`src/hw/rtl/cfws_pkg.sv`:
```
// ----------------------------------------------------------------------------
// cfws_pkg
// Shared types, codes and helpers for the circular FIFO with search.
// ----------------------------------------------------------------------------
package cfws_pkg;

   // Storage geometry.
   localparam int unsigned DEPTH  = 16;
   localparam int unsigned ADDR_W = 4;
   localparam int unsigned CNT_W  = 5;
   localparam int unsigned DATA_W = 32;

   localparam logic [CNT_W-1:0] DEPTH_CNT = CNT_W'(DEPTH);

   // Request operation codes.
   localparam logic [2:0] OP_ENQ    = 3'd0;
   localparam logic [2:0] OP_DEQ    = 3'd1;
   localparam logic [2:0] OP_PEEK   = 3'd2;
   localparam logic [2:0] OP_CLEAR  = 3'd3;
   localparam logic [2:0] OP_SEARCH = 3'd4;

   // Result status codes.
   localparam logic [1:0] STAT_OK       = 2'd0;
   localparam logic [1:0] STAT_FULL     = 2'd1;
   localparam logic [1:0] STAT_EMPTY    = 2'd2;
   localparam logic [1:0] STAT_NOTFOUND = 2'd3;

   // Request beat.
   typedef struct packed {
      logic [2:0]               req_type;
      logic signed [DATA_W-1:0] value_in;
   } cfws_req_type;

   // Result beat.
   typedef struct packed {
      logic [1:0]               status;
      logic signed [DATA_W-1:0] data_out;
      logic [ADDR_W-1:0]        slot_index;
      logic [CNT_W-1:0]         count;
      logic                     empty_res;
      logic                     full_res;
   } cfws_rsp_type;

   // Controller states.
   typedef enum logic [1:0] {
      S_IDLE,
      S_READ,
      S_SCAN,
      S_RESP
   } cfws_state_type;

   // Commands from the controller to the datapath.
   typedef struct packed {
      logic       latch_req;
      logic       enq_write;
      logic       deq_adv;
      logic       clear_ptrs;
      logic       scan_start;
      logic       scan_next;
      logic       load_res;
      logic [1:0] res_code;
      logic       res_use_data;
      logic       res_use_slot;
   } cfws_cmd_type;

   // Status from the datapath to the controller.
   typedef struct packed {
      logic [2:0] req_op;
      logic [2:0] hold_op;
      logic       full;
      logic       empty;
      logic       match;
      logic       scan_last;
   } cfws_stat_type;

   // Step a ring pointer, wrapping at the effective capacity.
   function automatic logic [ADDR_W-1:0] ring_adv(input logic [ADDR_W-1:0] p,
                                                  input logic [CNT_W-1:0]  cap);
      logic [CNT_W-1:0] nxt;
      nxt = {1'b0, p} + CNT_W'(1);
      return (nxt >= cap) ? '0 : nxt[ADDR_W-1:0];
   endfunction

   // Clamp a written capacity into 1..DEPTH.
   function automatic logic [CNT_W-1:0] eff_cap(input logic [CNT_W-1:0] v);
      logic [CNT_W-1:0] r;
      r = v;
      if (v == '0) begin
         r = CNT_W'(1);
      end else if (v > DEPTH_CNT) begin
         r = DEPTH_CNT;
      end
      return r;
   endfunction

endpackage

```
`src/hw/rtl/circular_fifo_with_search.sv`:
```
// Enqueue, clear, unknown requests and refused dequeue or peek go straight to a
// result; dequeue and peek first pass through one registered RAM read. Search
// compares the held entries up to and including the first match (all of them
// when there is none, none on an empty queue), one word per cycle.
// One beat at a time: the next request is taken the cycle after a result leaves.
// Synchronous reset empties the queue and sets the capacity to 16.
// ----------------------------------------------------------------------------
// circular_fifo_with_search
// Ring-buffer FIFO of signed words with enqueue, dequeue, peek, clear and
// search, and a programmable capacity.
// ----------------------------------------------------------------------------
module circular_fifo_with_search (
   input  logic                       clock,
   input  logic                       reset,
   input  logic                       req_valid,
   output logic                       req_stall,
   input  cfws_pkg::cfws_req_type     req_data,
   output logic                       rsp_valid,
   input  logic                       rsp_stall,
   output cfws_pkg::cfws_rsp_type     rsp_data,
   input  logic                       csr_wr_en,
   input  logic [cfws_pkg::CNT_W-1:0] csr_wr_data
);
   import cfws_pkg::*;

   cfws_cmd_type  cmd;
   cfws_stat_type stat;

   // Sequencing.
   cfws_ctrl u_ctrl (
      .clock     (clock),
      .reset     (reset),
      .req_valid (req_valid),
      .req_stall (req_stall),
      .rsp_valid (rsp_valid),
      .rsp_stall (rsp_stall),
      .stat      (stat),
      .cmd       (cmd)
   );

   // Storage, pointers and result.
   cfws_datapath u_datapath (
      .clock       (clock),
      .reset       (reset),
      .req_data    (req_data),
      .csr_wr_en   (csr_wr_en),
      .csr_wr_data (csr_wr_data),
      .cmd         (cmd),
      .stat        (stat),
      .rsp_data    (rsp_data)
   );

endmodule

```
`src/hw/rtl/cfws_ram.sv`:
```
// ----------------------------------------------------------------------------
// cfws_ram
// Generic single-write, single-read RAM with a registered read port.
// ----------------------------------------------------------------------------
module cfws_ram #(
   parameter int unsigned WIDTH = 32,
   parameter int unsigned DEPTH = 16
) (
   input  logic                     clock,
   input  logic                     wr_en,
   input  logic [$clog2(DEPTH)-1:0] wr_addr,
   input  logic [WIDTH-1:0]         wr_data,
   input  logic [$clog2(DEPTH)-1:0] rd_addr,
   output logic [WIDTH-1:0]         rd_data
);

   logic [WIDTH-1:0] mem_ff [DEPTH];
   logic [WIDTH-1:0] rd_data_ff;

   // Write port.
   always_ff @(posedge clock) begin
      if (wr_en) begin
         mem_ff[wr_addr] <= wr_data;
      end
   end

   // Read port, registered every cycle.
   always_ff @(posedge clock) begin
      rd_data_ff <= mem_ff[rd_addr];
   end

   assign rd_data = rd_data_ff;

endmodule

```
`src/hw/rtl/cfws_datapath.sv`:
```
// ----------------------------------------------------------------------------
// cfws_datapath
// Pointers, count, capacity, slot storage, search scan and result register.
// ----------------------------------------------------------------------------
module cfws_datapath (
   input  logic                         clock,
   input  logic                         reset,
   input  cfws_pkg::cfws_req_type       req_data,
   input  logic                         csr_wr_en,
   input  logic [cfws_pkg::CNT_W-1:0]   csr_wr_data,
   input  cfws_pkg::cfws_cmd_type       cmd,
   output cfws_pkg::cfws_stat_type      stat,
   output cfws_pkg::cfws_rsp_type       rsp_data
);
   import cfws_pkg::*;

   logic [CNT_W-1:0]  cap_ff, cap_in;
   logic [ADDR_W-1:0] head_ff, head_in;
   logic [ADDR_W-1:0] tail_ff, tail_in;
   logic [CNT_W-1:0]  held_ff, held_in;

   logic [2:0]        op_ff;
   logic [DATA_W-1:0] key_ff;
   logic [ADDR_W-1:0] scan_ff, scan_in;
   logic [CNT_W-1:0]  left_ff, left_in;

   logic [1:0]        res_status_ff;
   logic [DATA_W-1:0] res_data_ff;
   logic [ADDR_W-1:0] res_slot_ff;

   logic [ADDR_W-1:0] rd_addr;
   logic [DATA_W-1:0] rd_data;

   // Slot storage.
   cfws_ram #(
      .WIDTH (DATA_W),
      .DEPTH (DEPTH)
   ) u_ram (
      .clock   (clock),
      .wr_en   (cmd.enq_write),
      .wr_addr (tail_ff),
      .wr_data (req_data.value_in),
      .rd_addr (rd_addr),
      .rd_data (rd_data)
   );

   // The read address follows the scan while it steps, otherwise the head.
   assign rd_addr = cmd.scan_next ? ring_adv(scan_ff, cap_ff) : head_ff;

   // Next values for capacity, pointers and count.
   always_comb begin
      cap_in  = cap_ff;
      head_in = head_ff;
      tail_in = tail_ff;
      held_in = held_ff;
      priority if (csr_wr_en) begin
         cap_in  = eff_cap(csr_wr_data);
         head_in = '0;
         tail_in = '0;
         held_in = '0;
      end else if (cmd.clear_ptrs) begin
         head_in = '0;
         tail_in = '0;
         held_in = '0;
      end else if (cmd.enq_write) begin
         tail_in = ring_adv(tail_ff, cap_ff);
         held_in = held_ff + CNT_W'(1);
      end else if (cmd.deq_adv) begin
         head_in = ring_adv(head_ff, cap_ff);
         held_in = held_ff - CNT_W'(1);
      end
   end

   always_ff @(posedge clock) begin
      if (reset) begin
         cap_ff  <= DEPTH_CNT;
         head_ff <= '0;
         tail_ff <= '0;
         held_ff <= '0;
      end else begin
         cap_ff  <= cap_in;
         head_ff <= head_in;
         tail_ff <= tail_in;
         held_ff <= held_in;
      end
   end

   // Scan pointer and remaining entry count.
   always_comb begin
      scan_in = scan_ff;
      left_in = left_ff;
      priority if (cmd.scan_start) begin
         scan_in = head_ff;
         left_in = held_ff;
      end else if (cmd.scan_next) begin
         scan_in = ring_adv(scan_ff, cap_ff);
         left_in = left_ff - CNT_W'(1);
      end
   end

   // Request capture, scan state and result payload.
   always_ff @(posedge clock) begin
      if (cmd.latch_req) begin
         op_ff  <= req_data.req_type;
         key_ff <= req_data.value_in;
      end
      scan_ff <= scan_in;
      left_ff <= left_in;
      if (cmd.load_res) begin
         res_status_ff <= cmd.res_code;
         res_data_ff   <= cmd.res_use_data ? rd_data : '0;
         res_slot_ff   <= cmd.res_use_slot ? scan_ff : '0;
      end
   end

   // Status toward the controller.
   assign stat.req_op    = req_data.req_type;
   assign stat.hold_op   = op_ff;
   assign stat.full      = (held_ff >= cap_ff);
   assign stat.empty     = (held_ff == '0);
   assign stat.match     = (rd_data == key_ff);
   assign stat.scan_last = (left_ff == CNT_W'(1));

   // Result beat; count and flags are stable while a result waits, unless the capacity is written.
   assign rsp_data.status     = res_status_ff;
   assign rsp_data.data_out   = res_data_ff;
   assign rsp_data.slot_index = res_slot_ff;
   assign rsp_data.count      = held_ff;
   assign rsp_data.empty_res  = (held_ff == '0);
   assign rsp_data.full_res   = (held_ff == cap_ff);

endmodule

```
`src/hw/rtl/cfws_ctrl.sv`:
```
// ----------------------------------------------------------------------------
// cfws_ctrl
// Controller state machine sequencing requests, reads, scans and results.
// ----------------------------------------------------------------------------
module cfws_ctrl (
   input  logic                    clock,
   input  logic                    reset,
   input  logic                    req_valid,
   output logic                    req_stall,
   output logic                    rsp_valid,
   input  logic                    rsp_stall,
   input  cfws_pkg::cfws_stat_type stat,
   output cfws_pkg::cfws_cmd_type  cmd
);
   import cfws_pkg::*;

   cfws_state_type state_ff, state_in;

   always_ff @(posedge clock) begin
      if (reset) begin
         state_ff <= S_IDLE;
      end else begin
         state_ff <= state_in;
      end
   end

   // Next state.
   always_comb begin
      state_in = state_ff;
      unique case (state_ff)
         S_IDLE: begin
            if (req_valid) begin
               unique case (stat.req_op)
                  OP_DEQ, OP_PEEK: begin
                     state_in = stat.empty ? S_RESP : S_READ;
                  end
                  OP_SEARCH: begin
                     state_in = stat.empty ? S_RESP : S_SCAN;
                  end
                  default: begin
                     state_in = S_RESP;
                  end
               endcase
            end
         end
         S_READ: begin
            state_in = S_RESP;
         end
         S_SCAN: begin
            if (stat.match || stat.scan_last) begin
               state_in = S_RESP;
            end
         end
         S_RESP: begin
            if (!rsp_stall) begin
               state_in = S_IDLE;
            end
         end
         default: begin
            state_in = S_IDLE;
         end
      endcase
   end

   // Handshake and datapath commands.
   always_comb begin
      cmd       = '0;
      req_stall = (state_ff != S_IDLE);
      rsp_valid = (state_ff == S_RESP);
      unique case (state_ff)
         S_IDLE: begin
            if (req_valid) begin
               cmd.latch_req = 1'b1;
               cmd.load_res  = 1'b1;
               cmd.res_code  = STAT_OK;
               unique case (stat.req_op)
                  OP_ENQ: begin
                     if (stat.full) begin
                        cmd.res_code = STAT_FULL;
                     end else begin
                        cmd.enq_write = 1'b1;
                     end
                  end
                  OP_DEQ, OP_PEEK: begin
                     if (stat.empty) begin
                        cmd.res_code = STAT_EMPTY;
                     end else begin
                        cmd.load_res = 1'b0;
                     end
                  end
                  OP_CLEAR: begin
                     cmd.clear_ptrs = 1'b1;
                  end
                  OP_SEARCH: begin
                     if (stat.empty) begin
                        cmd.res_code = STAT_NOTFOUND;
                     end else begin
                        cmd.load_res   = 1'b0;
                        cmd.scan_start = 1'b1;
                     end
                  end
                  default: begin
                     cmd.res_code = STAT_OK;
                  end
               endcase
            end
         end
         S_READ: begin
            // The head word is on the read port now.
            cmd.load_res     = 1'b1;
            cmd.res_code     = STAT_OK;
            cmd.res_use_data = 1'b1;
            cmd.deq_adv      = (stat.hold_op == OP_DEQ);
         end
         S_SCAN: begin
            if (stat.match) begin
               cmd.load_res     = 1'b1;
               cmd.res_code     = STAT_OK;
               cmd.res_use_slot = 1'b1;
            end else if (stat.scan_last) begin
               cmd.load_res = 1'b1;
               cmd.res_code = STAT_NOTFOUND;
            end else begin
               cmd.scan_next = 1'b1;
            end
         end
         S_RESP: begin
            cmd = '0;
         end
         default: begin
            cmd = '0;
         end
      endcase
   end

endmodule
```
`config.mk`:
```
export PLATFORM = sky130hd
export DESIGN_NAME = circular_fifo_with_search
export DESIGN_NICKNAME = d
export VERILOG_FILES = /design/src/hw/rtl/cfws_pkg.sv /design/src/hw/rtl/circular_fifo_with_search.sv /design/src/hw/rtl/cfws_ram.sv /design/src/hw/rtl/cfws_datapath.sv /design/src/hw/rtl/cfws_ctrl.sv
export SDC_FILE = /design/constraint.sdc
export NUM_CORES = 1
export LEC_CHECK = 0
export BUFFER_PORTS_ARGS = -buffer_cell sky130_fd_sc_hd__buf_2
export CORE_ASPECT_RATIO = 0.75
export CORE_UTILIZATION = 59
export CTS_CLUSTER_DIAMETER = 100
export CTS_CLUSTER_SIZE = 40
export DETAILED_ROUTE_END_ITERATION = 8
export HOLD_SLACK_MARGIN = 0.15
export PLACE_DENSITY = 0.76
export RECOVER_POWER = 100
export SYNTH_ARGS = -nofsm -noshare
export SYNTH_HDL_FRONTEND = slang
export SYNTH_SLANG_ARGS = --single-unit
export TNS_END_PERCENT = 1
```
`constraint.sdc`:
```
create_clock -name clock -period 6.1 [get_ports clock]
set_clock_uncertainty 0.15 [all_clocks]
set_input_delay 0.305 -clock clock [delete_from_list [all_inputs] [get_ports clock]]
set_output_delay 0.305 -clock clock [all_outputs]
set_load 0.02 [all_outputs]
```
; ---- Yosys cells after proc, flatten, opt, wreduce, memory -nomap -nowiden
; Memory sizes are Yosys's and may differ from the RTL's. A register that Yosys moved wholly into a read port is not among the register bits.
; Index checks and enable logic that the tools add are counted.
[word_totals]
ff_bits = 102
ramBits = 512
in_bits = 45
output_inout_bits = 47
word_cells = 99
mem_count = 1
[classes]
addsub = 6
magnitude_cmp = 5
eq_ne = 14
n_mux = 47
bitwise_logic = 1
n_reduce_logical = 13
[mem_list]
columns = memory, words, width, rd, rd_clocked_by_memory_dff, wr, line
row1 = u_datapath.u_ram.mem_ff, 16, 32, 1, 1, 1, cfws_ram.sv:17  ; logic [WIDTH-1:0] mem_ff [DEPTH];
[ops]
columns = op, n
row1 = == test 32 bit, 1
row2 = 2-to-1 mux 5 bit, 6
row3 = 2-to-1 mux 4 bit, 6
row4 = greater-or-equal comparator 5 bit, 4
row5 = 2-to-1 mux 2 bit, 10
row6 = 2-to-1 mux 1 bit, 18
row7 = "adder 4 x 1 -> 5 bit, second input constant", 3
row8 = one-hot mux 3 bit (4 select lines), 1
row9 = zero test 5 bit, 2
row10 = "subtractor 5 x 1 -> 5 bit, second input constant", 2
row11 = 2-to-1 mux 3 bit, 3
row12 = one-hot mux 2 bit (4 select lines), 1
row13 = "== test 3 x 1 -> 1 bit, second input constant", 2
row14 = "== test 3 x 2 -> 1 bit, second input constant", 2
row15 = one-hot mux 2 bit (3 select lines), 1
row16 = nonzero test 2 bit, 3
row17 = OR reduction 3 bit, 2
row18 = "adder 5 x 1 -> 5 bit, second input constant", 1
row19 = "== test 5 x 1 -> 1 bit, second input constant", 1
row20 = == test 5 bit, 1
row21 = "> comparator 5 bit, second input constant", 1
row22 = "== test 2 bit, second input constant", 2
row23 = "inequality test 2 bit, second input constant", 2
row24 = one-hot mux 2 bit (2 select lines), 1
row25 = other kinds (10), 10

; ---- Logic depth before layout (Yosys ltp)
; Gate-level depths: netlist of the first run.
[logic_depth]
ltp_word = 7
mapped_depth = 14

; ---- Modules after synthesis
; From an unflattened synthesis of the first run, not the netlist that was laid out.
[unflattened]
hier_cells = 1252
hier_area_um2 = 24926.4
[modules_own_cells]
columns = mod, instances, cells_each, area_per_inst_um2, seq_area_each_um2
row1 = cfws_ram, 1, 838, 19835.3, 16015.4
row2 = cfws_datapath, 1, 368, 4750.8, 2822.7
row3 = cfws_ctrl, 1, 46, 340.3, 40.0

; ---- Worst setup path before layout of the first run
; OpenSTA, ideal clock, no wires.
[synth_timing]
kind = reg2reg
startpoint = register u_datapath.held_ff[2]
endpoint = memory u_datapath.u_ram.mem_ff[3][0], enable pin
arrival_ns = 4.260
t_required_ns = 5.489
slack_ns = 1.229
path_stages_with_launch = 8
n_path_buf = 0
period_less_slack_ns = 4.871
path_cell_list = dfxtp_1 -> ha_1 -> a21o_1 -> a21o_1 -> a221o_1 -> nor4_2 -> nand2_1 -> nor3_1
[synth_via]
elab_chain_len = 7
[synth_lines]
columns = element, line
row1 = "start, declared", cfws_datapath.sv:20  ; logic [CNT_W-1:0] held_ff, held_in;
row2 = "start signal, assigned", cfws_datapath.sv:84  ; held_ff <= held_in;
row3 = greater-or-equal comparator 5 bit, cfws_datapath.sv:119  ; assign stat.full = (held_ff >= cap_ff);
row4 = 2-to-1 mux 1 bit, cfws_ctrl.sv:78  ; if (stat.full) begin
row5 = 2-to-1 mux 1 bit, cfws_ctrl.sv:76  ; unique case (stat.req_op)
row6 = 2-to-1 mux 2 bit, cfws_ctrl.sv:72  ; if (req_valid) begin
row7 = 2-to-1 mux 2 bit, cfws_ctrl.sv:70  ; unique case (state_ff)
row8 = 2-to-1 mux 1 bit, cfws_ram.sv:22  ; if (wr_en) begin
row9 = 2-to-1 mux 1 bit (implied by the code), cfws_ram.sv:23  ; mem_ff[wr_addr] <= wr_data;
row10 = "end, declared", cfws_ram.sv:17
; Every way passes these cells.

; ---- Worst setup path in the final report of the first run
[layout_timing]
startpoint = register u_datapath.held_ff[2]
endpoint = memory u_datapath.u_ram.mem_ff[4][2], enable pin
; Same word-level chain as after synthesis.

==> results of run 1 <==
cells in the final DEF, fill, tap and decap left out, types with 11 or more instances in the layout:
| cell type | synthesis | layout |
|---|---|---|
| o22ai_1 | 128 | 128 |
| mux2i_1 | 264 | 264 |
| and2_0 | 0 | 21 |
| xor2_1 | 38 | 38 |
| clkbuf_1 | 11 | 103 |
| nand2b_1 | 11 | 11 |
| ha_1 | 36 | 36 |
| buf_4 | 27 | 18 |
| inv_1 | 17 | 17 |
| a21oi_1 | 14 | 14 |
| or4_1 | 32 | 32 |
| and2_1 | 33 | 12 |
| o21ai_0 | 11 | 11 |
| nor2_1 | 44 | 35 |
| dfxtp_1 | 52 | 52 |
| edfxtp_1 | 594 | 594 |
| nand2_1 | 34 | 34 |
| dlygate4sd3_1 | 0 | 54 |
| clkbuf_16 | 0 | 21 |
through the flow:
stage          cells  setup slack [ps]  hold WS, ps  power (mW)
2_1_floorplan   1463              1230          254        7.06
3_3_place_gp    2093              1690          332        7.81
3_5_place_dp    2093              1600          346        7.86
4_1_cts         2183              1590          316        9.73
5_1_grt         2188               776          403        10.0
6_report        2188               978          341        9.68
per-layer routing:
| metal | track usage | part of all wire |
|---|---|---|
| met4 | 0.0576 | 0.023 |
| met1 | 0.377 | 0.42 |
| met2 | 0.413 | 0.48 |
| met5 | 0 | 0 |
| met3 | 0.0458 | 0.081 |
cell type report:
class | count | area (um^2)
flip-flops and latches | 646 | 18900
fillers | 2907 | 14700
multi-input cells | 734 | 5890
repair buffers | 180 | 1150
well taps | 569 | 712
clock buffers | 34 | 574
inverters | 18 | 67.6
clock inverters | 2 | 38.8
diodes | 5 | 12.5
cells in the mapped netlist (4+ instances only):
cell type,count
and3_1,8
mux2i_1,264
buf_2,17
and2_1,33
edfxtp_1,594
o21ai_0,11
buf_4,27
xnor2_1,9
inv_1,17
nand2b_1,11
nor2_1,44
nor2b_1,4
a22oi_1,7
a21o_1,6
xor2_1,38
nor4_1,8
nand2_1,34
buf_1,9
o22ai_1,128
clkbuf_1,11
nor3_1,9
ha_1,36
or4_1,32
nand3_1,8
dfxtp_1,52
a21oi_1,14
final timing paths:
path,endpoint,slack [ps],depth (start not counted)
setup / recovery,u_datapath.u_ram.mem_ff[4][2],980,8
hold / removal,u_datapath.held_ff[0],340,3
setup reg to reg,u_datapath.u_ram.mem_ff[4][2],980,8
hold reg to reg,u_ctrl.state_ff[0],390,2
state kept, by name, indices dropped and copies added, names as in the netlist:
name	count
u_datapath.held_ff	5
u_datapath.cap_ff	5
u_datapath.res_status_ff	2
u_datapath.res_slot_ff	4
u_datapath.key_ff	32
u_ctrl.state_ff	2
u_datapath.left_ff	5
u_datapath.u_ram.mem_ff	512
u_datapath.op_ff	3
u_datapath.tail_ff	4
u_datapath.u_ram.rd_data	32
u_datapath.res_data_ff	32
u_datapath.scan_ff	4
u_datapath.head_ff	4
power groups by stage:
stage / clock network, mW / registers [mW] / logic [mW]
6_report: 1.92 / 5.46 / 2.30
5_1_grt: 2.06 / 5.49 / 2.47
4_1_cts: 1.92 / 5.45 / 2.36
3_5_place_dp: 0 / 5.55 / 2.31
3_3_place_gp: 0 / 5.54 / 2.27
2_1_floorplan: 0 / 5.66 / 1.40
logic make-up (layout without fill, tap and decap cells):
group                      count (synthesis)  count (layout)  share of synthesized area
adders and majority gates                 37              37                     0.0187
other                                      0               5                          0
AOI/OAI and AO/OA                        181             181                     0.0467
DFF                                      646             646                      0.750
and+or+nand+nor                          202             202                     0.0441
muxes                                    267             267                      0.106
xor gates and xnor gates                  47              47                     0.0164
buffers and inverters                     83             234                     0.0176
worst min-delay path, delay by kind of cell:
family / cells / cell delay, ps
AOI/OAI and AO/OA: 1 / 510
and+or+nand+nor: 1 / 100
buffers and inverters: 1 / 150
==> results_dict.tcl, run 1 <==
set metrics [dict create \
    drive_gt1_frac 0.0452 \
    rr_startpoint "u_datapath.held_ff[2]" \
    cts_buffers 20 \
    leakagePower_nw 10.5 \
    grt_start_max_net_pins 73 \
    wl_um 56100 \
    ant_nets 0 \
    critPathMaxFanout 21 \
    cpLargestDelayFamily "simple AND/OR/NAND/NOR gates" \
    async_flop_share 0 \
    synth_fp_nets 1545 \
    power_frac_comb 0.237 \
    slowest_stage "nor2_1" \
    track_usage 0.259 \
    synth_edf_count 594 \
    final_cell_area_um2 27300 \
    initial_core_util 0.598 \
    period_minus_slack_ps 5120 \
    die_h_um 181 \
    synth_area_per_cell_um2 17.2 \
    fmax_ghz 0.195 \
    cts_sinks 646 \
    grt_pass1_wl_um 81500 \
    critPathLaunchType "flop" \
    cp-end-kind "flop" \
    area_delta_synth_final_pct 8.59 \
    drcViolationCount 0 \
    min_from "csr_wr_en" \
    critical_path_buf_inv_count 1 \
    netlist_area_um2 25200 \
    status "finished, violations left" \
    critPathRequiredTime_ps 6150 \
    num_rows 65 \
    violations "max-capacitance violations, max-slew violations" \
    insertion_delay_ps 590 \
    clkPwrFrac 0.198 \
    fin_crit_sh 0.840 \
    cts-root-buf "clkbuf_16" \
    coreArea_um2 42000 \
    yosysUniqueCellTypes 47 \
    p_int_mw 6.74 \
    antenna_found_initial 6 \
    dp.final_hpwl_um 31500 \
    ios 92 \
    cp.arrival_ps 5170 \
    synth_area_leaders "edfxtp_1 (71%), mux2i_1 (11%), dfxtp_1 (4.1%)" \
    nets 1682 \
    slew_viol_final 224 \
    worst_slew_pin_slew_ps 2350 \
    gr-total-overflow 0 \
    ys_seq_area_frac 0.750 \
    hold_viol 0 \
    ys_ff_latch 646 \
    p_switching_mw 2.94 \
    cts_buffer_depth 3 \
    crit_top_cell "a21o_1" \
    sw_frac_of_total 0.303 \
    drv_cap 10 \
    cts_hold_buf 54 \
    grt_pass1_vias 13000 \
    post_cts_buffers 0 \
    place_congestion 0.864 \
    powerDensity_nw_per_um2 354 \
    slew_headroom -0.568 \
    cts_resized 0 \
    path_class "flop to flop" \
    final_core_util 0.650 \
    setup_viol 0 \
    synth_top_area_share 0.709 \
    synth_ff_type "edfxtp_1" \
    via_per_inst 6.09 \
    hold_class "input pin to flop" \
    die-area_um2 43500 \
    cp-startpoint "u_datapath.held_ff[2]" \
    wire_per_inst_um 25.6 \
    dr.first_iter.drc_count 1431 \
    first_pass_iters 5 \
    cts_tree "done" \
    ir_worst_vdd_v 0.000248 \
    seqPwrFrac 0.564 \
    num_vias 13300 \
    cpPeakStageDelay_ps 1290 \
    synth_largest_area_cell "edfxtp_1" \
    cp_cell_sequence "ha_1 > a21o_1 > a21o_1 > a221o_1 > nor4_1 > nand2_1 > nor2_1 > buf_4" \
    clk_pin_slew_ps 150 \
    ys.warnings.count 0 \
    io_buffers 91 \
    rsz0062_at_grt "no" \
    htreeDepth 1 \
    die_w_um 240 \
    postPlaceCellArea_um2 26400 \
    setup_tns_ps 0 \
    syn_inst 1463 \
]
Power figures use the tool's default switching activity.
==> run 2, diff against run 1 <==
Settings changed: CORE_UTILIZATION 59 to 55, PLACE_DENSITY 0.76 to 0.75.
Clock period 6.1 ns to 4.4 ns, I/O delays scaled along.
==> results_dict.tcl, run 2 (synthesis results as in run 1) <==
set metrics [dict create \
    final_cell_area_um2 27600 \
    slew_viol_final 70 \
    hold_viol 0 \
    fmax_ghz 0.237 \
    grt_pass1_wl_um 84300 \
    largest_reg_flops 512 \
    postPlaceCellArea_um2 26900 \
    layout_common_cells "edfxtp_1 (594), mux2i_1 (264), o22ai_1 (128)" \
    io_buffers 91 \
    ir_worst_vdd_v 0.000432 \
    nets 1695 \
    antenna_found_initial 2 \
    final_common_cell "edfxtp_1" \
    insertion_delay_ps 590 \
    ant_nets 0 \
    place_congestion 0.805 \
    rsz0062_at_grt "no" \
    cp.arrival_ps 4540 \
    die_h_um 187 \
    pre_cts_slack_ps 197 \
    critPathMaxFanout 29 \
    drive_gt1_frac 0.0578 \
    clk_pin_slew_ps 140 \
    cts_buffers 20 \
    path_class "flop to flop" \
    cp_cell_sequence "ha_1 > xor2_2 > ha_1 > a21o_1 > a21o_1 > a211oi_4 > nand2b_1 > mux2_8 > buf_4 > mux2i_1 > o22ai_1 > or4_1" \
    area_delta_synth_final_pct 9.83 \
    critPathRequiredTime_ps 4720 \
    cts-root-buf "clkbuf_16" \
    fin_crit_sh 0.959 \
    critical_path_buf_inv_count 1 \
    worst_slew_pin_slew_ps 2740 \
    critPathLaunchType "flop" \
    leakagePower_nw 10.6 \
    gr-total-overflow 0 \
    wl_um 57200 \
    grt_start_max_net_pins 45 \
    post_cts_buffers 0 \
    track_usage 0.244 \
    cpPeakStageDelay_ps 560 \
    coreArea_um2 44900 \
    dp.final_hpwl_um 31400 \
    grt_pass1_vias 13500 \
    dr.first_iter.drc_count 1461 \
    setup_viol 0 \
    drv_cap 2 \
    cts_buffer_depth 3 \
    slew_headroom -0.828 \
    regMostFlops "u_datapath.u_ram.mem_ff" \
    cpLargestDelayFamily "compound AO/OA/AOI/OAI gates" \
    slowest_stage "or4_1" \
    period_minus_slack_ps 4220 \
    first_pass_iters 5 \
    setup_slack_ps 180 \
    drcViolationCount 0 \
    die_w_um 249 \
    num_vias 13600 \
    powerDensity_nw_per_um2 491 \
    hold_class "input pin to flop" \
    cp-end-kind "flop" \
    htreeDepth 1 \
    via_per_inst 6.16 \
    cts_tree "done" \
    initial_core_util 0.560 \
    status "finished, violations left" \
    num_rows 67 \
    cts_sinks 646 \
    power_mw 13.6 \
    ios 92 \
    wire_per_inst_um 25.8 \
    violations "max-capacitance violations, max-slew violations" \
    die-area_um2 46600 \
]
[run 2: cell count changes in the layout (fill, tap and decap cells not counted), sizes merged]
cell,delta
buf,+10
diode,-4
inv,+2
clkbuf,+1
[run 2: what timing repair did]
item / in CTS / in global routing
hold endpoints to repair: 556 / 0
setup endpoints to repair: 0 / 12
hold buffers: 54 / 0
resized for setup: 0 / 1
[run 2: through the flow]
step                setup TNS (ps)  std cells  hold slack [ps]   util
CTS                              0       2213              285  0.623
floorplan                   -45090       1463              169      -
detailed placement               0       2123              341  0.598
finish                           0       2214              355  0.615
global route                     0       2214              355  0.615
global placement                 0       2123              317  0.598
[run 2: per-layer routing]
metal	track usage	share of wire	wire length, um	vias to the layer above
met3	0.0388	0.074	4250	80
met1	0.356	0.44	24900	7009
met2	0.390	0.47	26900	543
met4	0.0518	0.020	1120	2
met5	0	0.00017	10	-
li1	-	-	-	5996
[run 2: where the power goes]
| part | leakage (nW) | internal, mW | total [mW] | switching (mW) |
|---|---|---|---|---|
| Clock | 0.294 | 0.930 | 2.64 | 1.71 |
| Sequential | 5.84 | 7.30 | 7.60 | 0.294 |
| Combinational | 4.50 | 1.22 | 3.32 | 2.09 |
[run 2: worst register-to-register path, delay by kind of cell, from the launching register on]
family                   cells  cell delay, ps
adder cells (fa/ha/maj)      2             580
buffers and inverters        1             340
AND/OR/NAND/NOR              2             700
XOR/XNOR                     1             290
flip-flops                   1             480
multiplexers                 2             710
AO/OA/AOI/OAI                4             860
[run 2: layout make-up]
cell class              instances  area, um^2
multi-input cells             734        5920
flip-flops and latches        646       18900
inverters                      18        67.6
repair buffers                193        1430
clock buffers                  32         567
clock inverters                 4        38.8
well taps                     586         733
fillers                      3240       17300
diodes                          1        2.50
[run 2: final timing paths]
check / to / start / slack, ps / cells past startpoint
max: u_datapath.u_ram.rd_data[6] / u_datapath.scan_ff[0] / 180 / 12
min reg2reg: u_datapath.res_data_ff[28] / u_datapath.u_ram.rd_data[28] / 440 / 1
max reg2reg: u_datapath.u_ram.rd_data[6] / u_datapath.scan_ff[0] / 180 / 12
min: u_datapath.held_ff[3] / csr_wr_en / 360 / 3
